--- config.mk ---
export PLATFORM = sky130hd
export DESIGN_NAME = nps_queue
export DESIGN_NICKNAME = d
export VERILOG_FILES = /design/src/design/nps_pkg.sv /design/src/design/nps_queue.sv
export SDC_FILE = /design/constraint.sdc
export NUM_CORES = 1
export LEC_CHECK = 0
export BUFFER_PORTS_ARGS = -buffer_cell sky130_fd_sc_hd__buf_2
export CAP_MARGIN = 0
export CORE_MARGIN = 5
export CORE_UTILIZATION = 39
export CTS_BUF_LIST = sky130_fd_sc_hd__clkbuf_4
export DETAILED_ROUTE_END_ITERATION = 8
export PLACE_DENSITY = 0.61
export REMOVE_ABC_BUFFERS = 1
export SLEW_MARGIN = 40
export SYNTH_ARGS = -nofsm -noshare
export SYNTH_HDL_FRONTEND = slang
export SYNTH_SLANG_ARGS = --single-unit
--- constraint.sdc ---
create_clock -name clock -period 11.5 [get_ports clock]
set_input_delay 2.3 -clock clock [delete_from_list [all_inputs] [get_ports clock]]
set_output_delay 2.3 -clock clock [all_outputs]
set_load 0.01 [all_outputs]
--- src/design/nps_pkg.sv ---
// Shared types and constants of the NMEA position sentence parser.
package nps_pkg;

   localparam int FRAC_DIGITS_DEF = 5;
   localparam int QUEUE_DEPTH     = 4;
   localparam int MIN_W           = 40;
   localparam int DEG_W           = 10;

   // One coordinate as the front leaves it at the end of a sentence
   typedef struct packed {
      logic             ok;
      logic             neg;
      logic [DEG_W-1:0] whole;
      logic [MIN_W-1:0] minutes;
      logic [2:0]       fcnt;
   } crec_type;

   // One finished sentence, handed from front to back
   typedef struct packed {
      logic [2:0]       status;
      logic             kind;
      crec_type         lat;
      crec_type         lon;
      logic             alt_ok;
      logic             alt_neg;
      logic [MIN_W-1:0] alt_val;
      logic [1:0]       alt_fcnt;
   } rec_type;

endpackage

--- src/design/nps_queue.sv ---
// Short queue of finished sentences between scanner and converter.
module nps_queue
   import nps_pkg::*;
(
   input  logic    clock,
   input  logic    reset,
   input  logic    push,
   input  rec_type push_rec,
   input  logic    pop,
   output logic    full,
   output logic    head_valid,
   output rec_type head_rec
);

   localparam int PTR_W = $clog2(QUEUE_DEPTH);
   localparam int CNT_W = $clog2(QUEUE_DEPTH + 1);
   localparam logic [PTR_W-1:0] LAST_PTR = PTR_W'(QUEUE_DEPTH - 1);

   rec_type          mem_ff [QUEUE_DEPTH];
   logic [PTR_W-1:0] wptr_ff, wptr_in;
   logic [PTR_W-1:0] rptr_ff, rptr_in;
   logic [CNT_W-1:0] count_ff, count_in;
   logic             do_pop;

   assign full       = (count_ff == CNT_W'(QUEUE_DEPTH));
   assign head_valid = (count_ff != '0);
   assign head_rec   = mem_ff[rptr_ff];
   assign do_pop     = pop && head_valid;

   always_comb begin
      wptr_in  = wptr_ff;
      rptr_in  = rptr_ff;
      count_in = count_ff;
      if (push) wptr_in = (wptr_ff == LAST_PTR) ? '0 : wptr_ff + PTR_W'(1);
      if (do_pop) rptr_in = (rptr_ff == LAST_PTR) ? '0 : rptr_ff + PTR_W'(1);
      if (push && !do_pop) count_in = count_ff + CNT_W'(1);
      else if (!push && do_pop) count_in = count_ff - CNT_W'(1);
   end

   always_ff @(posedge clock) begin
      if (reset) begin
         wptr_ff  <= '0;
         rptr_ff  <= '0;
         count_ff <= '0;
      end else begin
         wptr_ff  <= wptr_in;
         rptr_ff  <= rptr_in;
         count_ff <= count_in;
      end
   end

   always_ff @(posedge clock) begin
      if (push) mem_ff[wptr_ff] <= push_rec;
   end

endmodule

==> summary.txt, run 1 <==
Run status
  – Status: finished clean

Power
  – P per Cell Area: slightly above 200 nW/um^2
  – Power Total: 5.631 mW
  – Leak Pwr: 9.441 nW
  – Maximum vdd drop: 102.0 uV

Die
  – Die area: approximately 65,000 sq um
  – Initial core utilization: approximately two fifths
  – Core box area: 59,020 sq um
  – Site row count: 89
  – Die width: between 200 and 300 microns
  – I/O pins: 322
  – Die Ht: roughly 250 microns

Worst setup path
  – Crit-path max FO: 59
  – FF-to-FF setup slack: around 9.1 ns
  – CP required: between 9 and 10 ns
  – Worst r2r src: wptr_ff[0]$_SDFFE_PP0P_
  – Critical Path AT: 3.33 ns
  – WS Path Type: reg -> out
  – CP startpoint kind: register
  – CP endpoint kind: primary output

CTS
  – Gates resized, CTS repair: 0
  – CTS hold repair buffers: 0
  – Clock transition at path regs: about 0.07 ns
  – Clk_lat worst skew: approximately 0.96 ns
  – Htree depth: 4
  – TritonCTS clock tree: done
  – Clk sinks: between 600 and 700
  – Setup Fix Bufs, Post-CTS: 0
  – Root Buffer: clkbuf_4
  – CTS Buf Count: roughly 170
  – Clock Tree Buf Depth: 3

Flow run
  – Maxcap violations: 0

Route
  – Vias/cell: approximately 5
  – Starting DRT DRC Count: between 400 and 500
  – Number of routed nets with antenna violations: 0
  – Via count: 10,910
  – DRC Markers: 0
  – DR WL/cell: approximately 21 microns
  – Post-Route WL: between 40 and 50 mm
  – Pre-Repair DR Iteration Count: 4

Logic synthesis
  – Top cells by area, synth: edfxtp_1, mux4_2, dfxtp_1, buf_6, buf_2
  – Warnings, synthesis: 0
  – Sequential cell area fraction in the yosys report: 82.40%
  – Yosys cell types: 19
  – Yosys reg bits: about 640
  – Synth top cells by count: edfxtp_1, mux4_2, buf_2
  – Syn Area/Cell: between 20 and 30 sq um
  – Post-synth EDFFs: ~630
  – Count leader, synth: edfxtp_1
  – Yosys top cell by area: edfxtp_1
  – Ys flop type: edfxtp_1
  – Ys async rst share: 0%
  – Synth Instances: 870
  – Mapped Area: about 23,000 sq um
  – Share of the synthesized area in the top cell type: about 82%

Final layout
  – Area of the multi-input gates: about 3800 sq um
  – Net count, final: between 1,500 and 2,000
  – Filler cells: roughly 5,000
  – Layout cells sized above 1: 52.86%
  – Register Area: approximately 19,000 sq um
  – Area grow syn2layout: 19.68%
  – Final instance area: 27,820 sq um

Timing
  – Unrepaired setup endpoints after global routing: no
  – Slew @ Worst Pin: 0.8323 ns
  – Number of max-slew violations in the final report: 0
  – Max frequency: between 0.15 and 0.2 GHz
  – Setup Viol. Count Final: 0
  – Worst Skew: 0.06033 ns
  – Post-layout min period: 5.629 ns
  – Slew margin rel.: ~45%
  – Final hold slack: between 0.5 and 0.6 ns
  – Setup TNS: 0 ns
  – Hold Vio Cnt, Final: 0
  – Final WS setup: just under 6 ns
  – Final worst-path cycle share: 48.95%

GRT
  – GR Overflow Total: 0
  – Total Routing Usage GR: about 15%
  – Largest net degree at the start of global routing: between 60 and 70
  – Initial antenna violation count: 12
  – Vias in the first global route: ~12,000
  – First-pass GRT wire length: 70.56 mm

Worst hold path
  – Min-delay src: rptr_ff[0]$_SDFFE_PP0P_
  – HP Class: reg -> reg

Place
  – Setup WS pre-CTS: approximately 6.7 ns
  – Routability cong.: between 0.6 and 0.7
  – Port bufs: roughly 320
  – Placed Area: around 26,000 sq um
  – DP Wirelength: ~28 mm
## placed cells by master (no fill, tap or decap), types with 5 or more instances in the layout
| master | instances |
|---|---|
| buf_4 | 5 |
| dfxtp_1 | 7 |
| ha_1 | 6 |
| nor2_1 | 6 |
| mux4_2 | 158 |
| edfxtp_1 | 632 |
| clkinv_1 | 8 |
| buf_2 | 321 |
| buf_6 | 6 |
| diode_2 | 7 |
| clkbuf_4 | 243 |
## layer usage
layer	up-vias	global-route usage [%]	wire, microns
li1	4823	-	-
met1	5660	18.04	18730
met2	325	22.97	23470
met3	94	6.261	3695
met4	12	6.382	1051
met5	-	0	82
## critical path, cell delays in order (launching register included)
cell,delay [ns]
dfxtp_4,0.66
buf_12,0.41
buf_16,0.41
mux4_2,0.58
buf_2,0.16
## logic make-up after synthesis
| logic type | count (synthesis) | share of synthesized area (%) |
|---|---|---|
| compound gates | 4 | 0.09686 |
| xor+xnor | 2 | 0.07536 |
| fa+ha+maj | 7 | 0.4090 |
| buf+inv | 39 | 1.205 |
| flops | 641 | 82.40 |
| mux | 162 | 15.48 |
| simple gates | 15 | 0.3336 |
## final timing paths
kind / to / cells after the start
worst min register to register: rptr_ff[0]$_SDFFE_PP0P_ / 2
worst max-delay path: head_rec[13] / 4
worst min-delay path: rptr_ff[0]$_SDFFE_PP0P_ / 2
worst max register to register: mem_ff[1][84]$_DFFE_PP_ / 3
## registers in the layout, indices dropped and copies added (netlist names), named ones only
signal and flops:
count_ff 3, wptr_ff 2, rptr_ff 2, mem_ff 632
## final cells by class
class                           count  share of cell area (%)
Inverter                            3                 0.04047
Multi-Input combinational cell    190                   13.75
Antenna cell                        7                 0.06296
Tap cell                          773                   3.476
Clock buffer                      243                   6.556
Clock inverter                     23                  0.7645
Timing Repair Buffer              336                   6.466
Sequential cell                   641                   68.88
## through the flow
step                      cells  util (%)
after floorplan             834         -
after CTS                  2209     47.11
final                      2216     47.14
after global routing       2211     47.12
after global placement     1940     43.50
after detailed placement   1943     43.65
## report_power, final
group | internal [mW] | total (mW) | switching, mW
sequential | 2.69 | 2.74 | 0.0549
clock | 1.04 | 1.90 | 0.855
combinational | 0.485 | 0.993 | 0.508
No activity file was read; power rests on OpenSTA's default activity.
==> run 2: changes to the inputs <==
- ABC_AREA: default -> 1
- clock period: 11.5 -> 5.29 ns (I/O delays scaled with it)
==> run 2 against run 1 <==
Compared with the run above:
- clock power up 120%
- combinational power increased to 3.4 times the previous value
- hold slack worse by 0.27 ns
- cell count grew 31%
- utilization shrank 0.44 points
- global-route usage is 2.0 points higher
- synthesized cell count increased by 83%
- design area increased by 1.5%
- clock skew decreased by 0.014 ns
- sequential cell count did not move
- largest power group unchanged
- highest routed layer unchanged
==> summary.txt, run 2 <==
Timing
  – Setup TNS: 0 ns
  – Final hold slack: 0.2713 ns
  – Number of max-slew violations in the final report: 0
  – Unrepaired setup endpoints after global routing: no
  – Slew @ Worst Pin: slightly above 0.8 ns
  – Setup Viol. Count Final: 0
  – Hold Vio Cnt, Final: 0
  – Max frequency: around 0.24 GHz
  – Worst Skew: about 0.046 ns
  – Post-layout min period: slightly above 4 ns
  – Slew margin rel.: between 40% and 50%
  – Final worst-path cycle share: 77.17%
  – Final WS setup: 1.207 ns

Final layout
  – Layout cells sized above 1: approximately 28%
  – Commonest cells after routing, fill and taps aside: edfxtp_1, nor2_1, buf_2
  – Filler cells: approximately 5,300
  – Net count, final: between 2,000 and 2,500
  – Final Core Density: a little under half
  – Final instance area: about 28,000 sq um
  – Commonest non-fill, non-tap cell in the layout: edfxtp_1
  – Top flop regs: mem_ff x632, count_ff x3
  – Largest register FFs: between 600 and 700
  – Area grow syn2layout: 18.46%
  – Most flop-heavy register: mem_ff
  – Non-filler cells, final: around 2,900

Worst setup path
  – CP endpoint kind: primary output
  – CP required: between 4 and 5 ns
  – Crit-path max FO: just over 80
  – Critical Path AT: between 3 and 4 ns
  – WS Path Type: reg -> out
  – CP startpoint kind: register

Logic synthesis
  – Post-synth EDFFs: ~630
  – Sequential cell area fraction in the yosys report: between 80% and 90%
  – Share of the synthesized area in the top cell type: 79.60%
  – Ys flop type: edfxtp_1
  – Yosys reg bits: ~640
  – Yosys top cell by area: edfxtp_1
  – Synth Instances: roughly 1,600
  – Count leader, synth: edfxtp_1
  – Top cells by area, synth: edfxtp_1, nor2_1, o21ai_0, o22ai_1, o21ai_1
  – Synth top cells by count: edfxtp_1, nor2_1, o21ai_0
  – Yosys cell types: 24
  – Mapped Area: around 24,000 sq um
  – Syn Area/Cell: ~15 sq um
  – Warnings, synthesis: 0
  – Ys async rst share: 0%

Die
  – Die area: between 60,000 and 70,000 sq um
  – Initial core utilization: between 30% and 40%
  – Core box area: approximately 60,000 sq um
  – Site row count: 90
  – Die width: ~260 microns
  – I/O pins: roughly 320
  – Die Ht: approximately 260 microns

Route
  – Vias/cell: a little over 5
  – DR WL/cell: ~19 microns
  – Number of routed nets with antenna violations: 0
  – Post-Route WL: roughly 57 mm
  – DRC Markers: 0
  – Starting DRT DRC Count: 915
  – Pre-Repair DR Iteration Count: 5
  – Via count: ~15,000

CTS
  – TritonCTS clock tree: done
  – Root Buffer: clkbuf_4
  – Gates resized, CTS repair: 0
  – Htree depth: 4
  – Clock transition at path regs: approximately 0.07 ns
  – Clk sinks: ~640
  – Setup Fix Bufs, Post-CTS: 0
  – Clk_lat worst skew: approximately 0.97 ns
  – CTS Buf Count: 163
  – CTS hold repair buffers: 0
  – Clock Tree Buf Depth: 3

Place
  – Port bufs: approximately 320
  – DP Wirelength: between 30 and 40 mm
  – Setup WS pre-CTS: between 2 and 2.5 ns
  – Routability cong.: approximately 0.77
  – Placed Cells: roughly 2,600
  – Placed Area: ~26,000 sq um

GRT
  – Initial antenna violation count: 18
  – Vias in the first global route: ~15,000
  – GR Overflow Total: 0
  – Total Routing Usage GR: approximately 17%
  – First-pass GRT wire length: around 86 mm
  – Largest net degree at the start of global routing: ~160

Power
  – P per Cell Area: approximately 480 nW/um^2
  – Power Total: ~14 mW
  – Leak Pwr: roughly 10 nW
  – Maximum vdd drop: around 400 uV

Worst hold path
  – HP Class: in -> reg

Run status
  – Status: finished clean

Flow run
  – Maxcap violations: 0
-- run 2: cell count changes in the layout (fill, tap and decap cells not counted), sizes merged, moves of 4 or more --
| cell | delta |
|---|---|
| nand2 | +12 |
| diode | +5 |
| o21ai | +317 |
| inv | +10 |
| mux4 | -158 |
| clkinv | +38 |
| clkbuf | -17 |
| mux2i | -4 |
| and2 | -4 |
| nor2 | +320 |
| buf | +6 |
| o22ai | +158 |
-- run 2: area by class of cell --
cell class,count,area (sq um),area share (%)
Tap cell,782,978.4,3.464
Antenna cell,12,30.03,0.1063
Sequential cell,641,19170,67.86
Inverter,16,105.1,0.3721
Clock inverter,62,415.4,1.471
Multi-Input combinational cell,831,4000,14.16
Timing Repair Buffer,342,1851,6.552
Clock buffer,226,1697,6.007
-- run 2: power breakdown --
part	total (mW)	leakage (nW)	switching (mW)	internal (mW)
sequential	5.93	5.88	0.100	5.83
clock	4.22	1.22	1.98	2.23
combinational	3.38	2.86	2.27	1.11
total	13.5	9.96	4.36	9.17
-- run 2: logic make-up after synthesis --
| family | Yosys count | share of synthesized area, % |
|---|---|---|
| flops | 641 | 80.36 |
| fa+ha+maj | 7 | 0.3988 |
| xor+xnor | 1 | 0.03674 |
| simple gates | 344 | 5.458 |
| buf+inv | 119 | 2.865 |
| compound gates | 479 | 10.88 |
-- run 2: routing by layer --
layer	GRT usage (%)	routed length, microns	vias to the layer above
li1	-	-	6968
met1	20.30	23220	7334
met2	27.09	27760	451
met3	6.402	4401	105
met4	6.427	1197	10
met5	0	67	-
-- run 2: final timing paths --
| check | from | endpoint | slack (ns) | cells past startpoint |
|---|---|---|---|---|
| worst max-delay path | register | head_rec[20] | 1.21 | 5 |
| worst min-delay path | reset | wptr_ff[0]$_SDFFE_PP0P_ | 0.27 | 2 |
| worst max register to register | wptr_ff[1]$_SDFFE_PP0P_ | mem_ff[1][58]$_DFFE_PP_ | 3.06 | 5 |
| worst min register to register | wptr_ff[1]$_SDFFE_PP0P_ | wptr_ff[1]$_SDFFE_PP0P_ | 0.54 | 2 |
-- run 2: worst max-delay path, stage by stage, from the launching register on --
cell and delay [ns]:
dfxtp_4 0.44, inv_6 0.49, buf_12 0.43, o21ai_0 0.17, o22ai_1 0.23, buf_2 0.20
