File: config.mk
export PLATFORM = sky130hd
export DESIGN_NAME = nps_front
export DESIGN_NICKNAME = d
export VERILOG_FILES = /design/src/design/nps_pkg.sv /design/src/design/nps_front.sv
export SDC_FILE = /design/constraint.sdc
export NUM_CORES = 2
export LEC_CHECK = 0
export BUFFER_PORTS_ARGS = -buffer_cell sky130_fd_sc_hd__buf_2
export CAP_MARGIN = 25
export CORE_MARGIN = 10
export CORE_UTILIZATION = 39
export CTS_BUF_LIST = sky130_fd_sc_hd__clkbuf_4 sky130_fd_sc_hd__clkbuf_8
export CTS_CLUSTER_SIZE = 25
export DETAILED_ROUTE_END_ITERATION = 10
export GPL_TIMING_DRIVEN = 0
export PLACE_DENSITY = 0.64
export SETUP_SLACK_MARGIN = 0.2
export SLEW_MARGIN = 40
export SYNTH_ARGS = -nofsm -noshare
export SYNTH_HDL_FRONTEND = slang
export SYNTH_SLANG_ARGS = --single-unit
export TNS_END_PERCENT = 5
File: constraint.sdc
create_clock -name clock -period 6.6 [get_ports clock]
set_input_delay 0.66 -clock clock [delete_from_list [all_inputs] [get_ports clock]]
set_output_delay 0.66 -clock clock [all_outputs]
set_load 0.03 [all_outputs]
File: src/design/nps_pkg.sv
// Shared types and constants of the NMEA position sentence parser.
package nps_pkg;

   localparam int FRAC_DIGITS_DEF = 5;
   localparam int QUEUE_DEPTH     = 4;
   localparam int MIN_W           = 40;
   localparam int DEG_W           = 10;

   // One coordinate as the front leaves it at the end of a sentence
   typedef struct packed {
      logic             ok;
      logic             neg;
      logic [DEG_W-1:0] whole;
      logic [MIN_W-1:0] minutes;
      logic [2:0]       fcnt;
   } crec_type;

   // One finished sentence, handed from front to back
   typedef struct packed {
      logic [2:0]       status;
      logic             kind;
      crec_type         lat;
      crec_type         lon;
      logic             alt_ok;
      logic             alt_neg;
      logic [MIN_W-1:0] alt_val;
      logic [1:0]       alt_fcnt;
   } rec_type;

endpackage

File: src/design/nps_front.sv
// Byte scanner: checksum, sentence type, field split and digit accumulation.
module nps_front
   import nps_pkg::*;
#(
   parameter int FRAC_DIGITS = FRAC_DIGITS_DEF
) (
   input  logic       clock,
   input  logic       reset,
   input  logic       req_tvalid,
   output logic       req_tready,
   input  logic [7:0] req_tdata,
   input  logic       req_tlast,
   input  logic       queue_full,
   output logic       push,
   output rec_type    push_rec
);

   localparam logic [1:0] PH_START = 2'd0;
   localparam logic [1:0] PH_BODY  = 2'd1;
   localparam logic [1:0] PH_HEX   = 2'd2;
   localparam logic [1:0] PH_BAD   = 2'd3;

   localparam logic [1:0] TY_NONE = 2'd0;
   localparam logic [1:0] TY_RMC  = 2'd1;
   localparam logic [1:0] TY_GGA  = 2'd2;
   localparam logic [1:0] TY_BAD  = 2'd3;

   localparam logic [1:0] NUM_INT  = 2'd0;
   localparam logic [1:0] NUM_FRAC = 2'd1;
   localparam logic [1:0] NUM_DONE = 2'd2;

   localparam logic [1:0] DIR_OTHER = 2'd0;
   localparam logic [1:0] DIR_N     = 2'd1;
   localparam logic [1:0] DIR_S     = 2'd2;
   localparam logic [1:0] DIR_W     = 2'd3;

   localparam int FL_NONEMPTY = 0;
   localparam int FL_POINT    = 1;
   localparam int FL_POINTBAD = 2;
   localparam int FL_DEGOK    = 3;
   localparam int FL_RUN      = 4;

   localparam logic [2:0] ST_OK     = 3'd0;
   localparam logic [2:0] ST_BADSUM = 3'd1;
   localparam logic [2:0] ST_UNSUP  = 3'd2;
   localparam logic [2:0] ST_FEW    = 3'd3;
   localparam logic [2:0] ST_NOFIX  = 3'd4;
   localparam logic [2:0] ST_EMPTY  = 3'd5;

   localparam logic [7:0] CH_DOLLAR = 8'h24;
   localparam logic [7:0] CH_STAR   = 8'h2A;
   localparam logic [7:0] CH_COMMA  = 8'h2C;
   localparam logic [7:0] CH_POINT  = 8'h2E;
   localparam logic [7:0] CH_PLUS   = 8'h2B;
   localparam logic [7:0] CH_MINUS  = 8'h2D;
   localparam logic [7:0] CH_ZERO   = 8'h30;

   localparam logic [2:0] FMAX     = 3'(FRAC_DIGITS);
   localparam logic [2:0] ALT_FMAX = 3'd3;

   typedef struct packed {
      logic [MIN_W-1:0] acc;
      logic [1:0]       stage;
      logic [2:0]       fcnt;
      logic             got;
      logic             neg;
   } num_type;

   typedef struct packed {
      logic [6:0]       deg_short;
      logic [DEG_W-1:0] deg_long;
      num_type          min_short;
      num_type          min_long;
      logic [1:0]       dir;
      logic [4:0]       flags;
   } coord_type;

   function automatic logic is_digit(logic [7:0] c);
      return (c >= 8'h30) && (c <= 8'h39);
   endfunction

   function automatic num_type num_feed(num_type p, logic [7:0] c, logic [2:0] fmax,
                                        logic signok, logic idx0);
      num_type     r;
      logic [43:0] prod;
      r    = p;
      prod = ({4'd0, p.acc} << 3) + ({4'd0, p.acc} << 1) + {40'd0, c[3:0]};
      if (p.stage != NUM_DONE) begin
         if (is_digit(c)) begin
            if (p.stage == NUM_INT || p.fcnt < fmax) begin
               r.acc = (|prod[43:40]) ? {MIN_W{1'b1}} : prod[39:0];
               if (p.stage == NUM_FRAC) r.fcnt = p.fcnt + 3'd1;
            end
            r.got = 1'b1;
         end else if (c == CH_POINT && p.stage == NUM_INT) begin
            r.stage = NUM_FRAC;
         end else if (signok && idx0 && (c == CH_PLUS || c == CH_MINUS)) begin
            r.neg = (c == CH_MINUS);
         end else begin
            r.stage = NUM_DONE;
         end
      end
      return r;
   endfunction

   function automatic logic [1:0] dir_code(logic [7:0] c);
      case (c)
         8'h4E:   return DIR_N;
         8'h53:   return DIR_S;
         8'h57:   return DIR_W;
         default: return DIR_OTHER;
      endcase
   endfunction

   function automatic coord_type coord_feed(coord_type s, logic [7:0] c, logic [2:0] i);
      coord_type  r;
      logic       isd;
      logic [3:0] d;
      r   = s;
      isd = is_digit(c);
      d   = isd ? c[3:0] : 4'd0;
      r.flags[FL_NONEMPTY] = 1'b1;
      if (c == CH_POINT && !s.flags[FL_POINT]) begin
         r.flags[FL_POINT] = 1'b1;
         if (i < 3'd2) r.flags[FL_POINTBAD] = 1'b1;
      end
      if (i == 3'd0) begin
         if (isd) begin
            r.flags[FL_DEGOK] = 1'b1;
            r.flags[FL_RUN]   = 1'b1;
            r.deg_short       = {3'd0, d};
            r.deg_long        = {6'd0, d};
         end
      end else if (i < 3'd3 && s.flags[FL_RUN]) begin
         if (isd) begin
            if (i < 3'd2) r.deg_short = 7'(s.deg_short * 7'd10 + {3'd0, d});
            r.deg_long = 10'(s.deg_long * 10'd10 + {6'd0, d});
         end else begin
            r.flags[FL_RUN] = 1'b0;
         end
      end
      if (i >= 3'd2) r.min_short = num_feed(s.min_short, c, FMAX, 1'b0, 1'b0);
      if (i >= 3'd3) r.min_long  = num_feed(s.min_long, c, FMAX, 1'b0, 1'b0);
      return r;
   endfunction

   function automatic crec_type coord_rec(coord_type s, logic st_ok);
      crec_type r;
      logic     narrow;
      num_type  mp;
      narrow    = (s.dir == DIR_N) || (s.dir == DIR_S);
      mp        = narrow ? s.min_short : s.min_long;
      r.neg     = (s.dir == DIR_S) || (s.dir == DIR_W);
      r.whole   = narrow ? {3'd0, s.deg_short} : s.deg_long;
      r.minutes = mp.acc;
      r.fcnt    = mp.fcnt;
      r.ok      = st_ok && s.flags[FL_POINT] && !s.flags[FL_POINTBAD]
                  && s.flags[FL_DEGOK] && mp.got;
      return r;
   endfunction

   logic [1:0] phase_ff, phase_in;
   logic [7:0] csum_ff, csum_in;
   logic [7:0] rsum_ff, rsum_in;
   logic [1:0] hexcnt_ff, hexcnt_in;
   logic [2:0] tpos_ff, tpos_in;
   logic [1:0] stype_ff, stype_in;
   logic [3:0] fnum_ff, fnum_in;
   logic [2:0] fpos_ff, fpos_in;
   logic       valid_ff, valid_in;
   coord_type  crd_ff [2];
   coord_type  crd_in [2];
   num_type    alt_ff, alt_in;

   logic       accept;
   logic [7:0] c;

   assign req_tready = !queue_full;
   assign accept     = req_tvalid && req_tready;
   assign c          = req_tdata;
   assign push       = accept && req_tlast;

   always_comb begin
      logic       hv_ok;
      logic [3:0] hv;
      logic [2:0] p;
      hv_ok     = 1'b0;
      hv        = 4'd0;
      p         = 3'd0;
      phase_in  = phase_ff;
      csum_in   = csum_ff;
      rsum_in   = rsum_ff;
      hexcnt_in = hexcnt_ff;
      tpos_in   = tpos_ff;
      stype_in  = stype_ff;
      fnum_in   = fnum_ff;
      fpos_in   = fpos_ff;
      valid_in  = valid_ff;
      crd_in[0] = crd_ff[0];
      crd_in[1] = crd_ff[1];
      alt_in    = alt_ff;
      if (phase_ff == PH_START) begin
         phase_in = (c == CH_DOLLAR) ? PH_BODY : PH_BAD;
      end else if (phase_ff != PH_BAD) begin
         if (phase_ff == PH_BODY) begin
            if (c == CH_STAR) phase_in = PH_HEX;
            else csum_in = csum_ff ^ c;
         end else if (hexcnt_ff < 2'd2) begin
            if (is_digit(c)) begin
               hv_ok = 1'b1;
               hv    = c[3:0];
            end else if ((c >= 8'h41 && c <= 8'h46) || (c >= 8'h61 && c <= 8'h66)) begin
               hv_ok = 1'b1;
               hv    = c[3:0] + 4'd9;
            end
            if (hv_ok) begin
               rsum_in   = {rsum_ff[3:0], hv};
               hexcnt_in = hexcnt_ff + 2'd1;
            end else begin
               hexcnt_in = 2'd3;
            end
         end
         if (tpos_ff < 3'd5) begin
            p       = tpos_ff + 3'd1;
            tpos_in = p;
            if (stype_ff != TY_BAD) begin
               case (p)
                  3'd1: if (c != 8'h47) stype_in = TY_BAD;
                  3'd2: if (c != 8'h50 && c != 8'h4E) stype_in = TY_BAD;
                  3'd3: stype_in = (c == 8'h52) ? TY_RMC : (c == 8'h47) ? TY_GGA : TY_BAD;
                  3'd4: if (c != ((stype_ff == TY_RMC) ? 8'h4D : 8'h47)) stype_in = TY_BAD;
                  3'd5: if (c != ((stype_ff == TY_RMC) ? 8'h43 : 8'h41)) stype_in = TY_BAD;
                  default: stype_in = stype_ff;
               endcase
            end
         end
         if (c == CH_COMMA) begin
            if (fnum_ff != 4'd15) fnum_in = fnum_ff + 4'd1;
            fpos_in = 3'd0;
         end else begin
            if (stype_in == TY_RMC) begin
               case (fnum_ff)
                  4'd2: valid_in = (fpos_ff == 3'd0) && (c == 8'h41);
                  4'd3: crd_in[0] = coord_feed(crd_ff[0], c, fpos_ff);
                  4'd4: crd_in[0].dir = (fpos_ff == 3'd0) ? dir_code(c) : DIR_OTHER;
                  4'd5: crd_in[1] = coord_feed(crd_ff[1], c, fpos_ff);
                  4'd6: crd_in[1].dir = (fpos_ff == 3'd0) ? dir_code(c) : DIR_OTHER;
                  default: valid_in = valid_ff;
               endcase
            end else if (stype_in == TY_GGA) begin
               case (fnum_ff)
                  4'd2: crd_in[0] = coord_feed(crd_ff[0], c, fpos_ff);
                  4'd3: crd_in[0].dir = (fpos_ff == 3'd0) ? dir_code(c) : DIR_OTHER;
                  4'd4: crd_in[1] = coord_feed(crd_ff[1], c, fpos_ff);
                  4'd5: crd_in[1].dir = (fpos_ff == 3'd0) ? dir_code(c) : DIR_OTHER;
                  4'd6: valid_in = (fpos_ff == 3'd0) && (c == CH_ZERO);
                  4'd9: alt_in = num_feed(alt_ff, c, ALT_FMAX, 1'b1, fpos_ff == 3'd0);
                  default: valid_in = valid_ff;
               endcase
            end
            if (fpos_ff != 3'd7) fpos_in = fpos_ff + 3'd1;
         end
      end
   end

   // Status of the sentence as it stands after this byte
   always_comb begin
      logic [4:0] count;
      logic       kind;
      logic       st_ok;
      logic [2:0] st;
      count = {1'b0, fnum_in} + ((c != CH_COMMA) ? 5'd1 : 5'd0);
      kind  = 1'b0;
      st    = ST_OK;
      if (!(phase_in == PH_HEX && hexcnt_in == 2'd2 && rsum_in == csum_in)) begin
         st = ST_BADSUM;
      end else if (tpos_in != 3'd5 || (stype_in != TY_RMC && stype_in != TY_GGA)) begin
         st = ST_UNSUP;
      end else begin
         kind = (stype_in == TY_GGA);
         if (count < (kind ? 5'd10 : 5'd7)) st = ST_FEW;
         else if (kind ? valid_in : !valid_in) st = ST_NOFIX;
         else if (!crd_in[0].flags[FL_NONEMPTY] || !crd_in[1].flags[FL_NONEMPTY])
            st = ST_EMPTY;
      end
      st_ok             = (st == ST_OK);
      push_rec.status   = st;
      push_rec.kind     = kind;
      push_rec.lat      = coord_rec(crd_in[0], st_ok);
      push_rec.lon      = coord_rec(crd_in[1], st_ok);
      push_rec.alt_ok   = st_ok && kind && alt_in.got;
      push_rec.alt_neg  = alt_in.neg;
      push_rec.alt_val  = alt_in.acc;
      push_rec.alt_fcnt = alt_in.fcnt[1:0];
   end

   always_ff @(posedge clock) begin
      if (reset || push) begin
         phase_ff  <= PH_START;
         csum_ff   <= '0;
         rsum_ff   <= '0;
         hexcnt_ff <= '0;
         tpos_ff   <= '0;
         stype_ff  <= TY_NONE;
         fnum_ff   <= '0;
         fpos_ff   <= '0;
         valid_ff  <= 1'b0;
         crd_ff[0] <= '0;
         crd_ff[1] <= '0;
         alt_ff    <= '0;
      end else if (accept) begin
         phase_ff  <= phase_in;
         csum_ff   <= csum_in;
         rsum_ff   <= rsum_in;
         hexcnt_ff <= hexcnt_in;
         tpos_ff   <= tpos_in;
         stype_ff  <= stype_in;
         fnum_ff   <= fnum_in;
         fpos_ff   <= fpos_in;
         valid_ff  <= valid_in;
         crd_ff[0] <= crd_in[0];
         crd_ff[1] <= crd_in[1];
         alt_ff    <= alt_in;
      end
   end

endmodule

==> summary.md <==
| Metric | Value |
|---|---|
| Starting DRT DRC Count | `2340` |
| Slew Viols, Final | `0` |
| Cts bufs inserted | `59` |
| Worst setup SP type | `input pin` |
| Antenna Nets Post-Route | `0` |
| Top FF cell, synth | `edfxtp_1` |
| Share of layout cells above drive strength 1 | `14.7%` |
| Synthesized area per cell | `8.54 um2` |
| Nets@finish | `4653` |
| LEAKAGE | `17.1 nW` |
| Dpl ws | `-1.18 ns` |
| CTS tree | `done` |
| Sequential share of the synthesized area | `25.9%` |
| DRC errors left | `0` |
| Pin count of the biggest net entering global routing | `74` |
| Die extent in y | `312 um` |
| Pre-antenna DRT Iters | `5` |
| Die area | `97000 um2` |
| R2R Path Start | `tpos_ff[0]` |
| Clock transition at path regs | `0.06 ns` |
| Area delta synth->final | `14.2%` |
| Gr usage total | `20.1%` |
| Worst Skew | `0.0360 ns` |
| HPWL after DPL | `79300 um` |
| Pwr/cell area | `160 nW/um2` |
| Final worst-path cycle share | `96.6%` |
| Crit path launch | `req_tdata[1]` |
| Hold Vio Cnt, Final | `0` |
| VDD IR max | `0.132 mV` |
| Worst slew pin tran | `0.774 ns` |
| Routed vias/inst | `5.70` |
| Clock latency on the worst-skew pair | `0.69 ns` |
| GRT overflow | `0` |
| Initial antenna violation count | `4` |
| Maxcap violations | `0` |
| Post-Syn Area | `33100 um2` |
| Relative max-transition margin | `47.1%` |
| Worst Path Arrival | `5.72 ns` |
| CTS HTree Levels | `2` |
| Post-layout util | `45.1%` |
| Clock Tree Root | `clkbuf_8` |
| Vias in the first global route | `29312` |
| Critical path class | `in2out` |
| Global-route wire length before repair | `161000 um` |
| Core Area | `84000 um2` |
| Starting density of the core | `39.5%` |
| Final setup margin | `0.225 ns` |
| Via count | `30399` |
| Crit. End Element | `output pin` |
| # IOs | `173` |
| Rows | `106` |
| Routed Wire Length | `103000 um` |
| Gate Count Post-Synth | `3883` |
| CTS Buffer Depth | `3` |
| YS warnings | `0` |
| Crit path time final | `6.38 ns` |
| RSZ-0062 raised after global routing | `yes` |
| Flop and latch count out of synthesis | `312` |
| Min-delay worst type | `in2reg` |
| Status | `complete, no violations` |
| Hold_sp | `req_tdata[7]` |
| Async SR Flop Fraction | `0%` |
| Fmax | `0.157 GHz` |
| Post-synth EDFFs | `232` |
| Hold slack | `0.335 ns` |
| Crit Path Max Fanout | `10` |
| Die Width | `312 um` |
| Clock sinks | `312` |
| WL/cell | `19.3 um` |
| Post-Synthesis Net Count | `4386` |
| Final GP Congestion | `0.893` |
| Setup-failing EPs final | `0` |
| Number of library cell types mapped by synthesis | `92` |
| # port buffers | `171` |
| WP data required | `5.94 ns` |
## critical path, stage by stage
cell	delay (ns)
clkbuf_4	0.23
clkbuf_2	0.26
inv_1	0.20
ha_1	0.25
o21bai_1	0.13
a211oi_2	0.50
clkbuf_1	0.57
clkbuf_2	0.48
nand2_1	0.31
inv_1	0.25
ha_1	0.27
a21o_1	0.18
a21oi_1	0.27
nor2_1	0.10
xnor2_1	0.14
a22oi_1	0.08
nor2_1	0.12
a21oi_1	0.07
mux2i_2	0.34
buf_2	0.27
## per-layer routing
metal | routed length [um] | GRT usage, % | up-vias
met5 | 20 | 0 | -
met4 | 3120 | 5.94 | 4
met3 | 6000 | 2.97 | 182
met2 | 46900 | 32.8 | 820
met1 | 47100 | 27.1 | 14420
li1 | - | - | 14973
## registers in the layout, summed over array words and instances, names as in the netlist
| register | count |
|---|---|
| phase_ff | 2 |
| hexcnt_ff | 2 |
| tpos_ff | 3 |
| alt_ff | 47 |
| stype_ff | 2 |
| fnum_ff | 4 |
| rsum_ff | 8 |
| valid_ff | 1 |
| fpos_ff | 3 |
| csum_ff | 8 |
| crd_ff | 232 |
## power by group
part / switching (mW) / leakage [nW] / internal [mW] / total [mW]
registers: 0.0906 / 3.13 / 2.19 / 2.28
clock network: 0.970 / 0.651 / 1.18 / 2.15
logic: 1.03 / 13.3 / 0.592 / 1.62
total: 2.09 / 17.1 / 3.96 / 6.05
## cells by family (layout without fill, tap and decap cells)
group,after synthesis,count (layout),share of synthesized area [%]
AO/OA/AOI/OAI,1246,1246,25.5
XOR/XNOR,246,246,6.50
adder cells (fa/ha/maj),490,490,18.9
buffers and inverters,375,689,5.03
flip-flops,312,312,25.9
multiplexers,97,97,2.94
other,0,2,0
AND/OR/NAND/NOR,1117,1117,15.2
## synth_stat cells (34+ instances only)
cell / instances / area, um2
a21oi_1: 352 / 1760
nand2b_1: 34 / 213
xor2_1: 97 / 850
a31oi_1: 38 / 238
mux2i_1: 93 / 931
a21o_1: 105 / 788
nand3_1: 71 / 355
o21bai_1: 37 / 278
o22a_1: 39 / 342
ha_1: 472 / 5910
nand2_1: 295 / 1110
and3_1: 40 / 250
inv_1: 128 / 480
nor2_1: 444 / 1670
buf_4: 43 / 323
dfxtp_1: 80 / 1600
edfxtp_1: 232 / 6970
clkbuf_1: 169 / 634
nor3_1: 60 / 300
xnor2_1: 149 / 1310
nand4_1: 38 / 238
o21ai_0: 224 / 1120
o22ai_1: 121 / 757
o2bb2ai_2: 37 / 556
nor2b_1: 38 / 238
## placed cells by master, fill, tap and decap left out, drive strengths merged, types with 97 or more instances in the layout
cell type / instances
xnor2: 149
o22ai: 140
nand2: 296
edfxtp: 232
xor2: 97
nor2: 444
a21o: 105
buf: 282
inv: 128
o21ai: 228
clkbuf: 241
a21oi: 353
ha: 472
## cell type report
cell class | count | area, um2
buffer | 246 | 1320
sequential | 312 | 8570
multi-input combinational | 3196 | 23500
timing repair buffer | 206 | 1280
clock buffer | 71 | 940
antenna | 2 | 5.00
inverter | 129 | 495
clock inverter | 37 | 340
tap | 1134 | 1420
fill | 8342 | 46100
## stage by stage
step	std cells	setup TNS, ns	instance area, um2	total power, mW
after global routing	5331	0	37900	6.35
after global placement	5188	-175.13	35400	3.86
final	5333	0	37900	6.05
after floorplan	3883	0	33100	3.45
after CTS	5315	0	37300	6.06
after detailed placement	5193	-138.20	35600	3.87
## path summary, 6_finish.rpt
check	end	slack [ns]	depth (start not counted)
max	push_rec[148]	0.22	20
min	csum_ff[7]	0.34	3
min reg2reg	rsum_ff[4]	0.48	1
max reg2reg	crd_ff[0][171]	1.73	24
## timing repair
| item | 4_1_cts | 5_1_grt |
|---|---|---|
| hold buffers | 0 | 0 |
| cloned | 0 | 2 |
| pin swaps | 8 | 12 |
| resized for setup | 92 | 139 |
| setup buffers | 14 | 14 |
| endpoints found under the setup margin | 149 | 146 |
Power figures use the tool's default switching activity.
